==> config.mk <==
export PLATFORM = sky130hd
export DESIGN_NAME = crc_checked_frame_receiver_flat
export DESIGN_NICKNAME = d
export VERILOG_FILES = /design/src/hw/rtl/ccfr_pkg.sv /design/src/hw/rtl/ccfr_if.sv /design/src/hw/rtl/ccfr_ram.sv /design/src/hw/rtl/crc_checked_frame_receiver.sv /design/src/flat_wrapper.sv
export SDC_FILE = /design/constraint.sdc
export NUM_CORES = 1
export LEC_CHECK = 0
export BUFFER_PORTS_ARGS = -buffer_cell sky130_fd_sc_hd__clkbuf_2
export CORE_ASPECT_RATIO = 0.8
export CORE_MARGIN = 2
export CORE_UTILIZATION = 46
export CTS_CLUSTER_SIZE = 28
export DETAILED_ROUTE_END_ITERATION = 16
export SLEW_MARGIN = 20
export SYNTH_ARGS = -nofsm -noshare
export SYNTH_HDL_FRONTEND = slang
export SYNTH_SLANG_ARGS = --single-unit
==> constraint.sdc <==
create_clock -name clk_i -period 5.9 [get_ports clk_i]
set_input_delay 0.295 -clock clk_i [delete_from_list [all_inputs] [get_ports clk_i]]
set_output_delay 0.295 -clock clk_i [all_outputs]
set_load 0.05 [all_outputs]
==> src/hw/rtl/ccfr_pkg.sv <==
// Package for the CRC-checked frame receiver.
// Frame geometry, sync codes, CRC constants, the FSM type and the CRC byte step.
// No dependencies.
package ccfr_pkg;

  localparam int PAYLOAD_WORDS = 16;
  localparam int FRAME_LEN     = 4 * PAYLOAD_WORDS + 4;
  localparam int LEN_W         = $clog2(FRAME_LEN);
  localparam int WCNT_W        = $clog2(PAYLOAD_WORDS + 1);

  typedef logic [LEN_W-1:0]  off_t;
  typedef logic [LEN_W:0]    off_ext_t;
  typedef logic [WCNT_W-1:0] wcnt_t;

  localparam logic [7:0]  SYNC_A   = 8'd117;
  localparam logic [7:0]  SYNC_B   = 8'd84;
  localparam logic [15:0] CRC_POLY = 16'hA001;
  localparam logic [15:0] CRC_INIT = 16'hFFFF;

  typedef enum logic [2:0] {
    ST_IDLE,
    ST_SCAN,
    ST_CHECK,
    ST_DECIDE,
    ST_EMIT_RD,
    ST_EMIT_WAIT,
    ST_EMIT_PUT
  } state_e;

  // Reflected CRC-16, one byte.
  function automatic logic [15:0] crc_byte(logic [15:0] acc, logic [7:0] d);
    logic [15:0] a;
    a = acc ^ {8'h00, d};
    for (int b = 0; b < 8; b++) begin
      if (a[0]) begin
        a = (a >> 1) ^ CRC_POLY;
      end else begin
        a = a >> 1;
      end
    end
    return a;
  endfunction

endpackage

==> src/hw/rtl/ccfr_if.sv <==
// Handshake interfaces for the frame receiver: byte input and payload word output.
// No dependencies; none of the ccfr_pkg items are used.
interface ccfr_byte_if;
  logic       valid;
  logic       ready;
  logic [7:0] rx_byte;

  modport source (output valid, output rx_byte, input ready);
  modport sink   (input valid, input rx_byte, output ready);
endinterface

interface ccfr_word_if;
  logic        valid;
  logic        ready;
  logic [31:0] word_value;
  logic [3:0]  word_index;
  logic        last_word;

  modport source (output valid, output word_value, output word_index, output last_word,
                  input ready);
  modport sink   (input valid, input word_value, input word_index, input last_word,
                  output ready);
endinterface

==> src/hw/rtl/ccfr_ram.sv <==
// Generic single-write, single-read synchronous RAM, registered read data.
// No dependencies.
module ccfr_ram #(
  parameter int Depth = 68,
  parameter int Width = 8
) (
  input  logic                     clk_i,
  input  logic                     we_i,
  input  logic [$clog2(Depth)-1:0] waddr_i,
  input  logic [Width-1:0]         wdata_i,
  input  logic                     re_i,
  input  logic [$clog2(Depth)-1:0] raddr_i,
  output logic [Width-1:0]         rdata_o
);

  logic [Width-1:0] mem [Depth];

  always_ff @(posedge clk_i) begin
    if (we_i) begin
      mem[waddr_i] <= wdata_i;
    end
  end

  always_ff @(posedge clk_i) begin
    if (re_i) begin
      rdata_o <= mem[raddr_i];
    end
  end

endmodule

==> src/hw/rtl/crc_checked_frame_receiver.sv <==
// Top level of the CRC-checked frame receiver: sync hunt, CRC/resync scan, word emit.
// Depends on ccfr_pkg, ccfr_if.sv and ccfr_ram.
//
//   channel  dir  payload                               transaction
//   rx_i     in   rx_byte[7:0]                          valid & ready
//   word_o   out  word_value[31:0], word_index[3:0],    valid & ready
//                 last_word
//
// A byte that does not complete a frame leaves the receiver in the idle state. The completing
// byte starts a pass over the circular buffer RAM (one read per cycle, FRAME_LEN reads), then
// the CRC decision; a good frame emits each word as four reads, a wait and a put.
// Resync moves the buffer base pointer and sets the fill count; no data is copied.
// Reset clears the control state; the RAM is not cleared.
// Word emission waits while word_o is stalled; rx_i ready only in the idle state.
module crc_checked_frame_receiver (
  input  logic               clk_i,
  input  logic               rst_ni,
  ccfr_byte_if.sink          rx_i,
  ccfr_word_if.source        word_o
);

  ccfr_pkg::state_e  state_q, state_d;
  ccfr_pkg::off_t    fill_q, fill_d;
  ccfr_pkg::off_t    base_q, base_d;
  ccfr_pkg::off_t    rd_cnt_q, rd_cnt_d;
  ccfr_pkg::off_t    rd_off_q;
  logic              rd_vld_q;
  ccfr_pkg::off_t    pos_q, pos_d;
  logic              found_q, found_d;
  logic [15:0]       crc_q, crc_d;
  logic [7:0]        prev_q, prev_d;
  logic [1:0]        bsel_q, bsel_d;
  ccfr_pkg::wcnt_t   wcnt_q, wcnt_d;
  logic [31:0]       word_q, word_d;
  logic              out_vld_q, out_vld_d;
  logic [31:0]       out_val_q, out_val_d;
  logic [3:0]        out_idx_q, out_idx_d;
  logic              out_last_q, out_last_d;

  logic              mem_we, mem_re;
  ccfr_pkg::off_t    mem_waddr, mem_raddr;
  logic [7:0]        mem_rdata;
  ccfr_pkg::off_ext_t fill_inc;
  logic              rx_acc;

  function automatic ccfr_pkg::off_t phys(ccfr_pkg::off_t base, ccfr_pkg::off_t off);
    ccfr_pkg::off_ext_t s;
    s = {1'b0, base} + {1'b0, off};
    if (s >= ccfr_pkg::off_ext_t'(ccfr_pkg::FRAME_LEN)) begin
      s = s - ccfr_pkg::off_ext_t'(ccfr_pkg::FRAME_LEN);
    end
    return s[ccfr_pkg::LEN_W-1:0];
  endfunction

  ccfr_ram #(
    .Depth (ccfr_pkg::FRAME_LEN),
    .Width (8)
  ) u_buf (
    .clk_i   (clk_i),
    .we_i    (mem_we),
    .waddr_i (mem_waddr),
    .wdata_i (rx_i.rx_byte),
    .re_i    (mem_re),
    .raddr_i (mem_raddr),
    .rdata_o (mem_rdata)
  );

  assign rx_i.ready        = (state_q == ccfr_pkg::ST_IDLE);
  assign rx_acc            = rx_i.valid && rx_i.ready;
  assign fill_inc          = {1'b0, fill_q} + ccfr_pkg::off_ext_t'(1);
  assign mem_waddr         = phys(base_q, fill_q);
  assign mem_raddr         = phys(base_q, rd_cnt_q);
  assign word_o.valid      = out_vld_q;
  assign word_o.word_value = out_val_q;
  assign word_o.word_index = out_idx_q;
  assign word_o.last_word  = out_last_q;

  always_comb begin
    state_d    = state_q;
    fill_d     = fill_q;
    base_d     = base_q;
    rd_cnt_d   = rd_cnt_q;
    pos_d      = pos_q;
    found_d    = found_q;
    crc_d      = crc_q;
    prev_d     = prev_q;
    bsel_d     = bsel_q;
    wcnt_d     = wcnt_q;
    word_d     = word_q;
    out_vld_d  = out_vld_q;
    out_val_d  = out_val_q;
    out_idx_d  = out_idx_q;
    out_last_d = out_last_q;
    mem_we     = 1'b0;
    mem_re     = 1'b0;

    if (out_vld_q && word_o.ready) begin
      out_vld_d = 1'b0;
    end

    // returning read data
    if (rd_vld_q && (state_q == ccfr_pkg::ST_SCAN || state_q == ccfr_pkg::ST_CHECK)) begin
      crc_d  = ccfr_pkg::crc_byte(crc_q, mem_rdata);
      prev_d = mem_rdata;
      if (!found_q && rd_off_q >= ccfr_pkg::off_t'(3) &&
          prev_q == ccfr_pkg::SYNC_A && mem_rdata == ccfr_pkg::SYNC_B) begin
        found_d = 1'b1;
        pos_d   = rd_off_q - ccfr_pkg::off_t'(1);
      end
    end
    if (rd_vld_q && (state_q == ccfr_pkg::ST_EMIT_RD ||
                     state_q == ccfr_pkg::ST_EMIT_WAIT)) begin
      word_d = {mem_rdata, word_q[31:8]};
    end

    case (state_q)
      ccfr_pkg::ST_IDLE: begin
        if (rx_acc) begin
          if (fill_q == '0 && rx_i.rx_byte != ccfr_pkg::SYNC_A) begin
            fill_d = fill_q;
          end else if (fill_q == ccfr_pkg::off_t'(1) &&
                       rx_i.rx_byte != ccfr_pkg::SYNC_B) begin
            fill_d = '0;
          end else begin
            mem_we = 1'b1;
            fill_d = fill_inc[ccfr_pkg::LEN_W-1:0];
            if (fill_inc == ccfr_pkg::off_ext_t'(ccfr_pkg::FRAME_LEN)) begin
              fill_d   = '0;
              rd_cnt_d = '0;
              crc_d    = ccfr_pkg::CRC_INIT;
              found_d  = 1'b0;
              state_d  = ccfr_pkg::ST_SCAN;
            end
          end
        end
      end
      ccfr_pkg::ST_SCAN: begin
        mem_re   = 1'b1;
        rd_cnt_d = rd_cnt_q + ccfr_pkg::off_t'(1);
        if (rd_cnt_q == ccfr_pkg::off_t'(ccfr_pkg::FRAME_LEN - 1)) begin
          state_d = ccfr_pkg::ST_CHECK;
        end
      end
      ccfr_pkg::ST_CHECK: begin
        state_d = ccfr_pkg::ST_DECIDE;
      end
      ccfr_pkg::ST_DECIDE: begin
        state_d = ccfr_pkg::ST_IDLE;
        fill_d  = '0;
        if (crc_q == 16'h0000) begin
          rd_cnt_d = ccfr_pkg::off_t'(2);
          bsel_d   = '0;
          wcnt_d   = '0;
          state_d  = ccfr_pkg::ST_EMIT_RD;
        end else if (found_q) begin
          base_d = phys(base_q, pos_q);
          fill_d = ccfr_pkg::off_t'(ccfr_pkg::FRAME_LEN) - pos_q;
        end else if (prev_q == ccfr_pkg::SYNC_A) begin
          base_d = phys(base_q, ccfr_pkg::off_t'(ccfr_pkg::FRAME_LEN - 1));
          fill_d = ccfr_pkg::off_t'(1);
        end
      end
      ccfr_pkg::ST_EMIT_RD: begin
        mem_re   = 1'b1;
        rd_cnt_d = rd_cnt_q + ccfr_pkg::off_t'(1);
        bsel_d   = bsel_q + 2'd1;
        if (bsel_q == 2'd3) begin
          state_d = ccfr_pkg::ST_EMIT_WAIT;
        end
      end
      ccfr_pkg::ST_EMIT_WAIT: begin
        state_d = ccfr_pkg::ST_EMIT_PUT;
      end
      ccfr_pkg::ST_EMIT_PUT: begin
        if (!out_vld_q || word_o.ready) begin
          out_vld_d  = 1'b1;
          out_val_d  = word_q;
          out_idx_d  = 4'(wcnt_q);
          out_last_d = (wcnt_q == ccfr_pkg::wcnt_t'(ccfr_pkg::PAYLOAD_WORDS - 1));
          wcnt_d     = wcnt_q + ccfr_pkg::wcnt_t'(1);
          if (wcnt_q == ccfr_pkg::wcnt_t'(ccfr_pkg::PAYLOAD_WORDS - 1)) begin
            state_d = ccfr_pkg::ST_IDLE;
          end else begin
            state_d = ccfr_pkg::ST_EMIT_RD;
          end
        end
      end
      default: begin
        state_d = ccfr_pkg::ST_IDLE;
      end
    endcase
  end

  always_ff @(posedge clk_i or negedge rst_ni) begin
    if (!rst_ni) begin
      state_q   <= ccfr_pkg::ST_IDLE;
      fill_q    <= '0;
      base_q    <= '0;
      rd_vld_q  <= 1'b0;
      found_q   <= 1'b0;
      out_vld_q <= 1'b0;
    end else begin
      state_q   <= state_d;
      fill_q    <= fill_d;
      base_q    <= base_d;
      rd_vld_q  <= mem_re;
      found_q   <= found_d;
      out_vld_q <= out_vld_d;
    end
  end

  always_ff @(posedge clk_i) begin
    rd_cnt_q   <= rd_cnt_d;
    rd_off_q   <= rd_cnt_q;
    pos_q      <= pos_d;
    crc_q      <= crc_d;
    prev_q     <= prev_d;
    bsel_q     <= bsel_d;
    wcnt_q     <= wcnt_d;
    word_q     <= word_d;
    out_val_q  <= out_val_d;
    out_idx_q  <= out_idx_d;
    out_last_q <= out_last_d;
  end

endmodule

==> src/flat_wrapper.sv <==
// flat-port wrapper written by rule: the top's interface ports become plain ports
module crc_checked_frame_receiver_flat 
  (clk_i, rst_ni, rx_i_valid, rx_i_rx_byte, rx_i_ready, word_o_valid, word_o_word_value, word_o_word_index, word_o_last_word, word_o_ready);
  ccfr_byte_if rx_i_i ();
  ccfr_word_if word_o_i ();
  input  logic clk_i;
  input  logic rst_ni;
  input wire logic [$bits(rx_i_i.valid)-1:0] rx_i_valid;
  input wire logic [$bits(rx_i_i.rx_byte)-1:0] rx_i_rx_byte;
  output wire logic [$bits(rx_i_i.ready)-1:0] rx_i_ready;
  output wire logic [$bits(word_o_i.valid)-1:0] word_o_valid;
  output wire logic [$bits(word_o_i.word_value)-1:0] word_o_word_value;
  output wire logic [$bits(word_o_i.word_index)-1:0] word_o_word_index;
  output wire logic [$bits(word_o_i.last_word)-1:0] word_o_last_word;
  input wire logic [$bits(word_o_i.ready)-1:0] word_o_ready;
  assign rx_i_i.valid = rx_i_valid;
  assign rx_i_i.rx_byte = rx_i_rx_byte;
  assign rx_i_ready = rx_i_i.ready;
  assign word_o_valid = word_o_i.valid;
  assign word_o_word_value = word_o_i.word_value;
  assign word_o_word_index = word_o_i.word_index;
  assign word_o_last_word = word_o_i.last_word;
  assign word_o_i.ready = word_o_ready;
  crc_checked_frame_receiver u_core (.clk_i(clk_i), .rst_ni(rst_ni), .rx_i(rx_i_i), .word_o(word_o_i));
endmodule
==> results of run 1 <==
[synth_stat cells, drive strengths merged, types with 4 or more instances]
master,number
nand2,88
a31oi,21
nor2,122
mux4,136
mux2,8
nor2b,14
nand3,36
a211o,10
o31ai,4
nand2b,8
nand4,9
a21o,13
nor3b,5
a21oi,43
nor3,12
buf,41
xnor2,43
a221oi,17
and3,11
dfxtp,23
inv,36
edfxtp,650
ha,41
clkbuf,41
o211ai,17
mux2i,68
nand4b,4
a21boi,4
o21a,9
dfrtp,20
o22ai,30
o21ai,60
nor4,10
a22oi,14
a22o,7
xor2,16
a211oi,17
or2,4
a221o,7
or3,8
[flip-flops by register name (all words and copies together), names as in the netlist, 8 cells and up]
| name | count |
|---|---|
| u_core.word_q | 32 |
| u_core.prev_q | 8 |
| u_core.u_buf.rdata_o | 8 |
| u_core.word_o.word_value | 32 |
| u_core.u_buf.mem | 544 |
| u_core.crc_q | 16 |
[cell usage in the layout (no fill, tap or decap), types with 16 or more instances in the layout]
cell	instances
xor2_1	16
nand2_1	87
nor2_1	119
clkbuf_16	71
o22ai_1	30
o21ai_0	53
dfrtp_1	20
a31oi_1	21
buf_4	43
inv_1	35
ha_1	40
nand3_1	35
edfxtp_1	650
clkbuf_2	51
a21oi_1	40
mux2i_1	68
xnor2_1	42
clkbuf_1	17
a221oi_1	16
dfxtp_1	23
mux4_2	136
o211ai_1	17
[stage by stage]
stage,area (sq um),hold slack [ns]
after floorplan,29700,-0.000591
after CTS,33200,0.0190
after global routing,33200,0.0465
after detailed placement,31000,0.319
final,33200,0.0496
after global placement,31000,0.311
[cells by family after synthesis]
family | count (synthesis) | synth area share
AND/OR/NAND/NOR | 345 | 0.0554
flip-flops | 693 | 0.690
multiplexers | 212 | 0.129
XOR/XNOR | 59 | 0.0180
buffers and inverters | 118 | 0.0172
adder cells (fa/ha/maj) | 44 | 0.0193
AO/OA/AOI/OAI | 300 | 0.0706
[critical path: cells and delay by family, from the launching register on]
kind	cells	cell delay, ns
flops	1	0.53
compound gates	4	0.86
xor+xnor	1	0.32
simple gates	5	2.11
fa+ha+maj	2	0.62
buf+inv	1	0.05
[path summary, 6_finish.rpt]
path	from	end
setup / recovery	u_core.base_q[0]$_DFFE_PN0P_	u_core.u_buf.mem[59][6]$_DFFE_PP_
hold / removal	word_o_ready	u_core.word_o.valid$_DFF_PN0_
setup reg to reg	u_core.base_q[0]$_DFFE_PN0P_	u_core.u_buf.mem[59][6]$_DFFE_PP_
hold reg to reg	u_core.word_q[4]$_DFFE_PP_	u_core.word_o.word_value[4]$_DFFE_PP_
max in group asynchronous	rst_ni	u_core.rd_vld_q$_DFF_PN0_
min in group asynchronous	rst_ni	u_core.base_q[4]$_DFFE_PN0P_
[layer usage]
metal,part of all wire,up-vias,wire length (um)
li1,-,7309,-
met1,0.45,8609,32000
met2,0.45,676,32200
met3,0.074,138,5330
met4,0.032,0,2270
met5,0,-,0
[where the power goes]
part | switching, uW | leakage, uW | internal [uW]
Combinational | 74.6 | 0.00391 | 8.17
Clock | 1850 | 0.00105 | 2370
Sequential | 0 | 0.00628 | 5360
Total | 1930 | 0.0112 | 7740
[what timing repair did]
| item | CTS | global route |
|---|---|---|
| setup endpoints to repair | 0 | 0 |
| hold buffers | 2 | 0 |
| hold endpoints to repair | 21 | 0 |
[area by class of cell]
class	count	area, sq um	area share
clock buffer	88	1840	0.0555
tap	850	1060	0.0320
inverter	36	135	0.00407
timing repair buffer	97	618	0.0186
clock inverter	37	318	0.00958
multi-input combinational	960	8730	0.263
sequential	693	20500	0.617
==> flow_metrics.tcl, run 1 <==
set metrics [dict create \
    drv_cap 0 \
    setup_violations 0 \
    drt_iter0_drc 1705 \
    htree_levels 3 \
    io_pins 51 \
    dieArea_sq_mm 0.0666 \
    fillers 5233 \
    die_h_um 231 \
    whs_path_depth 3 \
    grt_max_degree 86 \
    cts_tree "yes" \
    hold_violations 0 \
    syn2layout_area_growth_pct 11.9 \
    core_region_area_sq_mm 0.0640 \
    grt_pass1_wl_um 108000 \
    viasPerCell 6.06 \
    synth_area_per_cell_sq_um 16.8 \
    netlist-cell-type-count 85 \
    grtUsageTotal 0.219 \
    fin_worst_skew_ns 0.0206 \
    numCtsBuffers 70 \
    use_met2 0.327 \
    power.total_uw 9660 \
    gr-usage-met1 0.323 \
    rows 83 \
    cp-end-kind "flop" \
    reg2reg_slack_ns 1.04 \
    critical_path_class "reg2reg" \
    arrival_ns 5.10 \
    dp_slack_ns 1.13 \
    clk_latency_ns 0.62 \
    gp_congestion 0.886 \
    cts-root-buf "clkbuf_16" \
    firstDrtPassIters 5 \
    cp.required_ns 6.14 \
    clock_sinks 693 \
    layout.nets 1914 \
    synth_top_area_frac 0.658 \
    syn-num-nets 1827 \
    synthCells 1771 \
    ys_ff_latch 693 \
    final_antenna_net_count 0 \
    wire_per_inst_um 26.0 \
    yosys_warnings 0 \
    antenna_found_initial 1 \
    top_usage_layer "met2" \
    cts_setup_buffers 0 \
    min_path_type "in2reg" \
    worstRegToRegCells 13 \
    drive_gt1_frac 0.190 \
    final_core_util 0.519 \
    vias 16700 \
    cp_max_fo 9 \
    vdd_ir_drop_max_mv 0.207 \
    clk_pin_slew_ns 0.06 \
    fin_setup_tns_ns 0 \
    overflow 0 \
    ys_seq_area_frac 0.690 \
    antenna_cells 0 \
    portBuffers 50 \
    p_leak_uw 0.0112 \
    fmax_mhz 206 \
    cpMostUsedCell "nor2_1" \
    first_global_vias 16500 \
    crit_slowest_cell "nor2_1" \
    slew_headroom 0.251 \
    grt_use_met3 0.0436 \
    synth-async-reset-ratio 0.0289 \
    start_util 0.464 \
    fin_crit_ns 4.86 \
    synth-edff-count 650 \
    final_cell_count_no_fill 2761 \
    synth_area_leaders "edfxtp_1, mux4_2, mux2i_1, ha_1, dfrtp_1" \
    setup_ws_ns 1.04 \
    synth_top_cell_by_area "edfxtp_1" \
    path_cells "ha_1 > inv_1 > fa_1 > nor2b_1 > o21ai_1 > a21boi_1 > o21a_1 > or3_1 > o211a_1 > nor2_1 > xnor2_1 > nand2_1 > nor2_1" \
    critPathLaunchType "flop" \
    power_density_mw_per_mm2 291 \
    die_x_um 288 \
    drv_slew 0 \
    rsz0062_at_grt "no" \
    finalCritPeriodShare 0.824 \
    drc_errors 0 \
    cts_max_path_buffers 3 \
    dpl.hpwl_um 46200 \
    wl_um 71800 \
    place_inst 2633 \
    synth_flop_cell "edfxtp_1" \
    tightestPinTransition_ns 1.12 \
    cts_resized 0 \
    cpPeakStageDelay_ns 0.93 \
    netlist_area_sq_mm 0.0297 \
    status "completed" \
]
No activity file was read; power rests on OpenSTA's default activity.
==> inputs of run 2 (changes only) <==
==> constraint.sdc (replaced) <==
create_clock -name clk_i -period 4.2 [get_ports clk_i]
set_input_delay 0.21 -clock clk_i [delete_from_list [all_inputs] [get_ports clk_i]]
set_output_delay 0.21 -clock clk_i [all_outputs]
set_load 0.05 [all_outputs]
==> run 2 against run 1 <==
Clock-buffer cell count up 2. Critical path depth up 2. Die area unchanged. Final cell count up 4.6%. Via count up 2.1%.
==> flow_metrics.tcl, run 2 (synthesis results as in run 1) <==
set metrics [dict create \
    drc_errors 0 \
    hold_start "rx_i_rx_byte[0]" \
    drive_gt1_frac 0.245 \
    r2r-start "u_core.rd_cnt_q[1]$_DFFE_PP_" \
    cts-root-buf "clkbuf_16" \
    regMostFlops "u_core.u_buf.mem" \
    grt_max_degree 69 \
    cts_tree "yes" \
    drt_iter0_drc 1976 \
    start_util 0.464 \
    wl_um 72500 \
    whs_path_depth 1 \
    rsz0062_at_grt "no" \
    critical_path_class "reg2reg" \
    wire_per_inst_um 25.1 \
    largest_reg_flops 544 \
    final_antenna_net_count 0 \
    antenna_found_initial 1 \
    rows 83 \
    cp.required_ns 4.54 \
    tightestPinTransition_ns 0.901 \
    die_x_um 288 \
    numCtsBuffers 69 \
    slew_headroom 0.398 \
    crit_path_start "u_core.rd_cnt_q[1]$_DFFE_PP_" \
    highest_layer "met4" \
    io_pins 51 \
    overflow 0 \
    fin_crit_ns 4.02 \
    reg2reg_slack_ns 0.18 \
    place_inst 2759 \
    drv_slew 0 \
    power_density_mw_per_mm2 397 \
    gp_congestion 0.934 \
    layout_commonest_cell "edfxtp_1" \
    syn2layout_area_growth_pct 15.6 \
    fin_setup_tns_ns 0 \
    fmax_mhz 249 \
    layout.nets 2040 \
    r2r-end "u_core.u_buf.rdata_o[6]$_DFFE_PN_" \
    status "completed" \
    cts_max_path_buffers 3 \
    final_cell_mix "edfxtp_1, buf_4, mux4_2, nor2_1, nand2_1" \
    final_cell_count_no_fill 2889 \
    cp-end-kind "flop" \
    critPathLaunchType "flop" \
    clk_pin_slew_ns 0.07 \
    grtUsageTotal 0.221 \
    hold-path-endpoint "u_core.u_buf.mem[66][0]$_DFFE_PP_" \
    hold_violations 0 \
    vias 17100 \
    cp_max_fo 13 \
    setup_violations 0 \
    firstDrtPassIters 8 \
    grt_pass1_wl_um 110000 \
    fin_worst_skew_ns 0.0176 \
    drv_cap 0 \
    first_global_vias 16700 \
    core_region_area_sq_mm 0.0640 \
    clock_sinks 693 \
    vdd_ir_drop_max_mv 0.377 \
    dieArea_sq_mm 0.0666 \
    worstRegToRegCells 15 \
    wl_met1_um 33100 \
    portBuffers 50 \
    route.met2.wl_um 32600 \
    wl_met3_um 5210 \
    die_h_um 231 \
    viasPerCell 5.92 \
    finalCritPeriodShare 0.957 \
    min_path_type "in2reg" \
    arrival_ns 4.36 \
    p_leak_uw 0.0119 \
    htree_levels 3 \
    dpl.hpwl_um 48800 \
    hold_ws_ns 0.131 \
    final_core_util 0.536 \
    clk_latency_ns 0.61 \
]
==> run 2: cell count changes in the layout (fill, tap and decap cells not counted), moves of 3 or more <==
cell,previous run,this run
buf_4,43,164
buf_12,1,8
clkinv_2,10,6
clkinv_1,14,11
clkinv_8,2,5
==> run 2: area by class of cell <==
type / count / area [sq um]
Fill cell: 5138 / 29700
Sequential cell: 693 / 20500
Multi-Input combinational cell: 960 / 8770
Clock buffer: 90 / 1850
Timing Repair Buffer: 224 / 1660
Tap cell: 850 / 1060
Clock inverter: 34 / 349
Inverter: 36 / 135
Antenna cell: 2 / 5.00
==> run 2: worst max-delay path, stage by stage, from the launching register on <==
cell,delay [ns]
edfxtp_1,0.44
inv_1,0.10
fa_4,0.51
xnor2_1,0.26
buf_4,0.17
ha_1,0.13
nand2_1,0.06
nor2_1,0.10
buf_4,0.17
nor3_1,0.05
o211ai_1,0.40
nand2_1,0.43
buf_4,0.29
a211oi_1,0.34
a311o_1,0.19
nand4_1,0.09
==> run 2: metrics by stage <==
step | instance area [sq um] | setup slack [ns] | total power, uW
after global routing | 34300 | 0.00826 | 14000
after CTS | 34200 | 0.121 | 13800
final | 34300 | 0.182 | 13600
after global placement | 32000 | 0.204 | 7780
after floorplan | 29700 | 0.00740 | 7680
after detailed placement | 32000 | 0.123 | 7790
==> run 2: worst max path at each step <==
stage | to | cells after the start
floorplan | u_core.u_buf.rdata_o[4]$_DFFE_PN_ | 15
global placement | u_core.u_buf.rdata_o[2]$_DFFE_PN_ | 15
detailed placement | u_core.u_buf.mem[19][1]$_DFFE_PP_ | 14
CTS | u_core.u_buf.mem[19][5]$_DFFE_PP_ | 14
global route | u_core.u_buf.rdata_o[7]$_DFFE_PN_ | 14
finish | u_core.u_buf.rdata_o[6]$_DFFE_PN_ | 15
==> run 2: report_power, final <==
group | internal, uW | switching, uW
sequential | 7530 | 0
clock | 3390 | 2590
combinational | 11.6 | 103
total | 10900 | 2690
==> run 2: repair_timing <==
item                                    CTS  global route
setup buffers                             0             1
gates resized for setup                   0            13
hold endpoints to repair                 21             0
hold buffers                              2             0
endpoints found under the setup margin    0           209
==> run 2: routing by layer <==
metal,vias up,track usage
met2,692,0.327
met1,8746,0.336
li1,7555,-
met4,0,0.0617
met3,97,0.0413
met5,-,0
